--- config.mk ---
export PLATFORM = sky130hd
export DESIGN_NAME = dfwa_lane
export DESIGN_NICKNAME = d
export VERILOG_FILES = /design/src/design/dfwa_pkg.sv /design/src/design/dfwa_lane.sv
export SDC_FILE = /design/constraint.sdc
export NUM_CORES = 1
export LEC_CHECK = 0
export BUFFER_PORTS_ARGS = -buffer_cell sky130_fd_sc_hd__buf_2
export CORE_UTILIZATION = 55
export DETAILED_ROUTE_END_ITERATION = 12
export GPL_TIMING_DRIVEN = 0
export PLACE_DENSITY = 0.79
export SLEW_MARGIN = 20
export SYNTH_ARGS = -nofsm -noshare
export SYNTH_HDL_FRONTEND = slang
export SYNTH_SLANG_ARGS = --single-unit
--- constraint.sdc ---
create_clock -name clk -period 6.05 [get_ports clk]
set_input_delay 0.9075 -clock clk [delete_from_list [all_inputs] [get_ports clk]]
set_output_delay 0.9075 -clock clk [all_outputs]
set_load 0.02 [all_outputs]
--- src/design/dfwa_pkg.sv ---
// Shared types and constants for the decimal fixed-width ALU.
package dfwa_pkg;

  localparam int unsigned MaxDigits = 16;
  localparam int unsigned WordW = 4 * MaxDigits;
  localparam int unsigned ScalarW = 32;

  typedef enum logic [2:0] {
    CMD_ADD  = 3'd0,
    CMD_SUB  = 3'd1,
    CMD_MUL  = 3'd2,
    CMD_ADDS = 3'd3,
    CMD_SUBS = 3'd4,
    CMD_MULS = 3'd5,
    CMD_NOP6 = 3'd6,
    CMD_NOP7 = 3'd7
  } cmd_t;

  // Stage-1 register: the operation, both operands and the scalar.
  typedef struct packed {
    cmd_t              cmd;
    logic [WordW-1:0]  a;
    logic [WordW-1:0]  b;
    logic signed [ScalarW-1:0] k;
  } op_t;

endpackage

--- src/design/dfwa_lane.sv ---
// One digit lane: the binary value that this operation adds at weight 10^LANE.
module dfwa_lane #(
  parameter int unsigned LANE   = 0
) (
  input  logic                    clk,
  input  logic                    en,
  input  dfwa_pkg::op_t           op,
  output logic signed [39:0]      term
);
  import dfwa_pkg::*;

  logic signed [39:0] term_next;
  logic [3:0]         da;
  logic [3:0]         db;
  logic [11:0]        conv;

  assign da = op.a[4*LANE +: 4];

  // Digit convolution: one small product per pair, summed in a flat tree.
  always_comb begin
    conv = '0;
    for (int e = 0; e <= int'(LANE); e++) begin
      db   = op.b[4*(int'(LANE)-e) +: 4];
      conv = conv + 12'(op.a[4*e +: 4]) * 12'(db);
    end
  end

  always_comb begin
    term_next = '0;
    unique case (op.cmd)
      CMD_ADD:  term_next = 40'(da) + 40'(op.b[4*LANE +: 4]);
      CMD_SUB:  term_next = 40'(da) - 40'(op.b[4*LANE +: 4]);
      CMD_MUL:  term_next = 40'(conv);
      CMD_ADDS: term_next = (LANE == 0) ? 40'(da) + 40'(op.k) : 40'(da);
      CMD_SUBS: term_next = (LANE == 0) ? 40'(da) - 40'(op.k) : 40'(da);
      CMD_MULS: term_next = $signed({36'd0, da}) * 40'(op.k);
      default:  term_next = '0;
    endcase
  end

  always_ff @(posedge clk) begin
    if (en) begin
      term <= term_next;
    end
  end

endmodule

After elaboration in Yosys (flattened, before gate mapping)
Index checks and enable logic that the tools add are counted.
{"block": "classes", "muxes": 1, "n_mul": 2, "add_sub_neg": 4, "reduce_logical": 1, "eq_ne": 5}
{"operator": "$pmux W40 S6", "count": 1}
{"operator": "$mul A5 B32 Y37", "count": 1}
{"operator": "$add A5 B32 Y33", "count": 1}
{"operator": "$sub A5 B32 Y33", "count": 1}
{"operator": "$mul A4 B4 Y8", "count": 1}
{"operator": "$eq A3 B2 Y1 const B", "count": 2}
{"operator": "$eq A3 B3 Y1 const B", "count": 2}
{"operator": "$add A4 B4 Y5", "count": 1}
{"operator": "$sub A4 B4 Y5", "count": 1}
{"operator": "$eq A3 B1 Y1 const B", "count": 1}
{"operator": "$logic_not A3 Y1", "count": 1}
{"block": "word_totals", "wordCells": 14, "ff_bits": 40, "output_inout_bits": 40, "inputBits": 165}

Logic depth before layout (Yosys ltp)
Gate-level depths: netlist (run 1).
{"block": "depth", "depth_word": 2, "ltp_mapped": 18, "depth_no_buf": 16}

Worst setup path before layout (run 1)
No wires, ideal clock.
{"block": "synth_path", "path_kind": "input to register", "from": "input op[15] (netlist bit)", "to": "register term[31], data pin", "setup_ps": 265, "t_arrival_ps": 4532, "slack_ps": 1253, "required_ps": 5785, "n_path_buf": 2, "cell_stages": 18, "path_cell_list": "clkbuf_1 and2_1 ha_1 fa_1 inv_1 fa_1 inv_1 ha_1 clkbuf_1 a21oi_1 nand2_1 a21oi_1 o21ai_0 a31oi_2 o21ai_0 a21oi_1 nor4_1 or3_1"}
{"block": "synth_between", "elab_chain_len": 2, "word_cells_on_any_way": 4, "cone_classes": "add/sub (2); mul (1); mux (1)"}
{"item": "from (decl)", "line_no": "dfwa_lane.sv:7", "text": "input dfwa_pkg::op_t op,"}
{"item": "$mul A5 B32 Y37 (tied with other cells)", "line_no": "dfwa_lane.sv:36", "text": "CMD_MULS: term_next = $signed({36'd0, da}) * 40'(op.k);"}
{"item": "$pmux W40 S6 *", "line_no": "dfwa_lane.sv:30", "text": "unique case (op.cmd)"}
{"item": "named net term_next[31]", "line_no": "dfwa_lane.sv:12", "text": "logic signed [39:0] term_next;"}
{"item": "to (signal assigned)", "line_no": "dfwa_lane.sv:43", "text": "term <= term_next;"}
{"item": "to (decl)", "line_no": "dfwa_lane.sv:8", "text": "output logic signed [39:0] term"}
Mark *: on every way through the listed nets, which the timed path passes. The rest lies on a longest branch.
A chain may end at the register's enable or synchronous reset.

Worst setup path after layout (run 1)
{"block": "layout_path", "from": "input op[98] (netlist bit)", "to": "register term[33], data pin"}
{"block": "layout_between", "elab_chain_len": 2, "word_cells_on_any_way": 5, "cone_classes": "add/sub (3); mul (1); mux (1)"}
{"item": "$mul A5 B32 Y37 (tied with other cells)", "line_no": "dfwa_lane.sv:36"}
{"item": "$pmux W40 S6 *", "line_no": "dfwa_lane.sv:30"}
{"item": "named net term_next[33]", "line_no": "dfwa_lane.sv:12"}
Marks and branches as above.

==> results by group, run 1 <==
Status
  • Status: complete, no violations

Layout
  • Most common cell after layout, fill and taps aside: inv_1
  • Largest regs: term: 37 flops
  • Cell Count, Final, Fillers Out: 1439
  • Ant diodes: 0
  • Most frequent cells in the layout: inv_1, nand2_1, ha_1, and2_1, buf_2
  • Fraction of layout cells with a size suffix above 1: 11.0%
  • Post-layout net count: 1560
  • Layout area overhead: 8.49%
  • Max reg flops: 37
  • Post-route cell area: 9800 µm²
  • Layout fillers: 1456
  • Most flops, register: term

Floorplan
  • Core Box Area: 15900 µm²
  • Die X: 130 µm
  • Ports: 205
  • Initial Utilization: a little under three fifths
  • Die area: 16900 µm²
  • Die height: 130 µm
  • Row count: 46

Yosys
  • Synth Instances: 1145
  • Synthesized area: 9030 µm²
  • Top post-synthesis cells by area: fa_1, ha_1, edfxtp_1
  • Flops & latches, synth: 37
  • YS warnings: 0
  • Commonest register cell after synthesis: edfxtp_1
  • Syn_area_per_cell: a little under 8 µm²
  • Synth top area share: 16.2%
  • Ys async rst share: 0%
  • Post-synth EDFFs: 37
  • Synthesized Nets: around 1.5k
  • Cell taking the most area after synthesis: fa_1
  • Post-synth cell types: 80
  • Register area share after synthesis: 12.3%

CTS
  • Num CTS Buffers: 5
  • CTS tree: done
  • Hold Buf Count CTS: 0
  • # Post-CTS Setup Buffers: 0
  • CTS root buf: clkbuf_16
  • Max Root-Sink Buffers: 2
  • Post-CTS sizing: 0
  • Clock sink count: 37
  • Htree depth: 2
  • Clock transition at path regs: ~0.060 ns

STA
  • Final Slew Violations: 0
  • RSZ-0062 raised after global routing: no
  • Final setup viols: 0
  • Final min period: 5.76 ns
  • TNS Setup: 0 ns
  • Final cycle utilization of the critical path: 95.2%
  • Maximum clock rate: 0.174 GHz
  • Final hold viol count: 0
  • Slew margin rel.: 37.1%
  • Worst slew pin tran: 0.944 ns

Placed design
  • PortBufs: 70
  • Final GP Congestion: between 0.9 and 1
  • DPL Wire Length: slightly above 20000 µm
  • Dpl cell area: 9650 µm²
  • Dpl cells: ~1.4k

Routing
  • Routed len/inst: 18.6 µm
  • Drt initial violations: 759
  • First-pass DRT Iterations: 5
  • Routed WL: 26800 µm
  • DR vias/cell: between 5 and 6
  • Via Count: around 8.5k
  • DRC Markers: 0
  • Routed Antenna Nets: 0

Critical path
  • CP Max Fanout: 11
  • CP Class: input pin to flop
  • Crit path launch type: input pin
  • Setup crit end kind: flop
  • WP data required: approximately 6.1 ns
  • Critical path arrival: 5.78 ns

Global routing
  • Total gr overflow: 0
  • Vias in the first global route: 8238
  • Global-route wire length before repair: 42300 µm
  • Gr usage total: 32.8%
  • Antenna violations before repair: 0
  • Largest net degree at the start of global routing: 38

Power
  • Leak: 0.00469 µW
  • Cell Pwr Density: approximately 190 nW/µm²
  • Max VDD drop: 0.119 mV

Worst hold path
  • Hold crit path type: input pin to flop

Flow run
  • Max_cap viols: 0
synth_stat cells (13+ instances only):
library cell / number
xor2_1: 26
o211ai_1: 13
nand2_1: 102
a31oi_1: 19
a21o_1: 20
fa_1: 73
nand3_1: 19
a21oi_1: 75
nor3_1: 15
and2_1: 96
o21ai_0: 38
xnor2_1: 31
ha_1: 100
clkbuf_1: 55
nor2_1: 61
edfxtp_1: 37
inv_1: 170
critical path, cell delays in order:
cell      delay [ns]
buf_2           0.30
clkbuf_2        0.43
and2_1          0.20
ha_1            0.25
fa_1            0.53
inv_1           0.06
fa_1            0.52
inv_1           0.04
ha_1            0.33
o21ai_0         0.13
o21bai_1        0.16
a21oi_1         0.16
o21ai_2         0.31
a31oi_1         0.23
o31ai_1         0.74
a31oi_1         0.22
xnor2_1         0.18
o21ai_0         0.08
layer usage:
layer	share of wire, %	GRT usage [%]	routed length, µm
met1	43	43.9	11500
met2	45	53.6	12200
met3	8.0	4.72	2150
met4	3.5	12.5	925
met5	0	0	0
stage by stage:
step	setup slack (ns)	util, %	power, µW	hold slack [ns]
finish	0.291	61.5	1830	1.14
global route	0.0795	61.5	1980	1.17
CTS	0.115	61.4	1810	1.14
detailed placement	-0.190	60.5	1530	1.35
global placement	-0.154	60.5	1500	1.35
floorplan	1.25	-	1230	1.02
cell type report:
type / instances / area [µm²] / area share [%]
Buffer: 75 / 323 / 3.29
Inverter: 170 / 638 / 6.51
Multi-Input combinational cell: 863 / 6960 / 71.1
Sequential cell: 37 / 1110 / 11.3
Tap cell: 216 / 270 / 2.76
Clock inverter: 3 / 17.5 / 0.179
Timing Repair Buffer: 70 / 350 / 3.58
Clock buffer: 5 / 125 / 1.28
kinds of logic after synthesis:
group           after synthesis  synth area share [%]
xor+xnor                     57                  5.53
mux                           3                 0.332
buf+inv                     245                  10.6
flops                        37                  12.3
fa+ha+maj                   173                  30.0
compound gates              258                  18.8
simple gates                372                  22.5
path summary, 6_finish.rpt:
kind	from	endpoint	slack, ns	cells past startpoint
min	op[161]	term[2]	1.14	2
max	op[98]	term[33]	0.29	18
power breakdown:
part / internal (µW) / switching [µW] / leakage [µW]
registers: 327 / 7.81 / 0.000358
clock network: 152 / 128 / 0.0000696
logic: 449 / 764 / 0.00426
total: 928 / 900 / 0.00469
No activity file was read; power rests on OpenSTA's default activity.
==> inputs of run 2 (changes only) <==
PLACE_DENSITY = 0.82   (was 0.79)
==> results by group, run 2 (same netlist as run 1, synthesis figures left out) <==
Global routing
  • Antenna violations before repair: 1 (+1)
  • Global-route wire length before repair: 42000 µm (-0.82%)
  • Gr usage total: 32.6% (-0.23 points)
  • Vias in the first global route: 8259 (+0.25%)
  • Largest net degree at the start of global routing: 38 (unchanged)
  • Total gr overflow: 0 (unchanged)

Layout
  • Layout area overhead: 8.85%
  • Most frequent cells in the layout: inv_1, nand2_1, ha_1, and2_1, buf_2
  • Largest regs: term: 37 flops
  • Max reg flops: 37 (unchanged)
  • Cell Count, Final, Fillers Out: 1439 (unchanged)
  • Post-route cell area: 9830 µm² (+0.33%)
  • Multi-input gate area: 6970 µm² (about the same)
  • FF+latch area: 1110 µm² (unchanged)
  • Most flops, register: term
  • Final Util: 61.7% (+0.20 points)
  • Ant diodes: 0 (unchanged)
  • Most common cell after layout, fill and taps aside: inv_1
  • Layout fillers: 1417 (-2.7%)
  • Fraction of layout cells with a size suffix above 1: 11.0% (unchanged)
  • Post-layout net count: 1560 (unchanged)

STA
  • TNS Setup: 0 ns (unchanged)
  • Final hold viol count: 0 (unchanged)
  • Slew margin rel.: 38.0% (+0.97 points)
  • Worst slew pin tran: 0.929 ns (-0.0146 ns)
  • Final setup viols: 0 (unchanged)
  • Maximum clock rate: 0.168 GHz (-3.4%)
  • Fin worst setup slack: 0.0883 ns (-0.202 ns)
  • Final min period: 5.96 ns (+0.202 ns)
  • Final Slew Violations: 0 (unchanged)
  • RSZ-0062 raised after global routing: no
  • Final cycle utilization of the critical path: 98.5% (+3.3 points)

CTS
  • Num CTS Buffers: 5 (unchanged)
  • # Post-CTS Setup Buffers: 0 (unchanged)
  • Clock transition at path regs: 0.07 ns (about the same)
  • Clock sink count: 37 (unchanged)
  • CTS root buf: clkbuf_16
  • Max Root-Sink Buffers: 2 (unchanged)
  • Htree depth: 2 (unchanged)
  • CTS tree: done

Routing
  • Drt initial violations: 845 (+11%)
  • DRC Markers: 0 (unchanged)
  • Routed Antenna Nets: 0 (unchanged)
  • Routed WL: 26500 µm (-1.0%)
  • First-pass DRT Iterations: 5 (unchanged)
  • Routed len/inst: 18.4 µm (-1.0%)
  • Via Count: 8564 (+0.32%)
  • DR vias/cell: 5.95 (+0.32%)

Critical path
  • CP Class: input pin to flop
  • Slowest cell on the critical path: clkbuf_1
  • WP data required: 6.09 ns (+0.02 ns)
  • Critical path arrival: 6.00 ns (+0.22 ns)
  • CP Buf/Inv Count: 4 (unchanged)
  • CP Max Fanout: 11 (unchanged)
  • Top cell family by delay on the critical path: adder cells
  • Setup crit end kind: flop
  • CP Cell Sequence: buf_2 > clkbuf_1 > and2_1 > ha_1 > fa_1 > inv_1 > fa_1 > inv_1 > ha_1 > nand4_1 > a2111oi_2 > nor2_1 > nand2_1 > a31oi_1 > o21ai_0 > nand2_1 > o311ai_0
  • Slowest Stage Delay on Critical Path: 0.64 ns (-0.10 ns)
  • Crit path launch type: input pin

Flow run
  • Max_cap viols: 0 (unchanged)

Placed design
  • Dpl cells: 1431 (unchanged)
  • DP Worst Slack: -0.241 ns (-0.0510 ns)
  • Dpl cell area: 9650 µm² (unchanged)
  • Final GP Congestion: 0.949 (+1.6%)
  • PortBufs: 70 (unchanged)
  • DPL Wire Length: 20600 µm (-0.90%)

Worst hold path
  • Hold crit path type: input pin to flop

Floorplan
  • Ports: 205 (unchanged)
  • Die area: 16900 µm² (unchanged)
  • Row count: 46 (unchanged)
  • Die X: 130 µm (unchanged)
  • Core Box Area: 15900 µm² (unchanged)
  • Initial Utilization: 56.7% (unchanged)
  • Die height: 130 µm (unchanged)

Status
  • Status: complete, no violations

Power
  • Max VDD drop: 0.101 mV (-15%)
  • Cell Pwr Density: 190 nW/µm² (+2.0%)
  • Leak: 0.00469 µW (+0.19%)
-- run 2: cell types whose count changed in the layout (fill, tap and decap cells not counted), sizes merged --
cell	change
bufinv	+1
clkinv	-1
-- run 2: power breakdown --
group / switching, µW / internal [µW] / total, µW
registers: 7.85 / 327 / 335
clock network: 131 / 196 / 327
logic: 760 / 448 / 1210
total: 900 / 971 / 1870
-- run 2: timing repair --
action	in CTS	in global routing
resized for setup	0	6
setup endpoints to repair	0	6
hold buffers	0	0
-- run 2: worst paths after layout --
kind / start / endpoint / slack, ns / cells after the start
max: op[98] / term[24] / 0.09 / 17
min: op[161] / term[2] / 1.12 / 2
-- run 2: layer usage --
metal / GRT usage, % / routed length (µm)
met5: 0 / 0
met4: 15.2 / 1170
met3: 5.04 / 2180
met2: 51.9 / 11800
met1: 43.4 / 11400
-- run 2: final cells by class --
class                   instances  share of cell area, %
multi-input cells             863                   70.9
flip-flops and latches         37                   11.3
inverters                     170                   6.49
repair buffers                 70                   3.56
plain buffers                  75                   3.27
well taps                     216                   2.75
clock buffers                   5                   1.27
clock inverters                 3                  0.471
-- run 2: metrics by stage --
stage	power (µW)	hold WS, ns
after floorplan	1230	1.02
after global placement	1490	1.35
after detailed placement	1520	1.35
after CTS	1860	1.11
after global routing	2030	1.18
final	1870	1.12
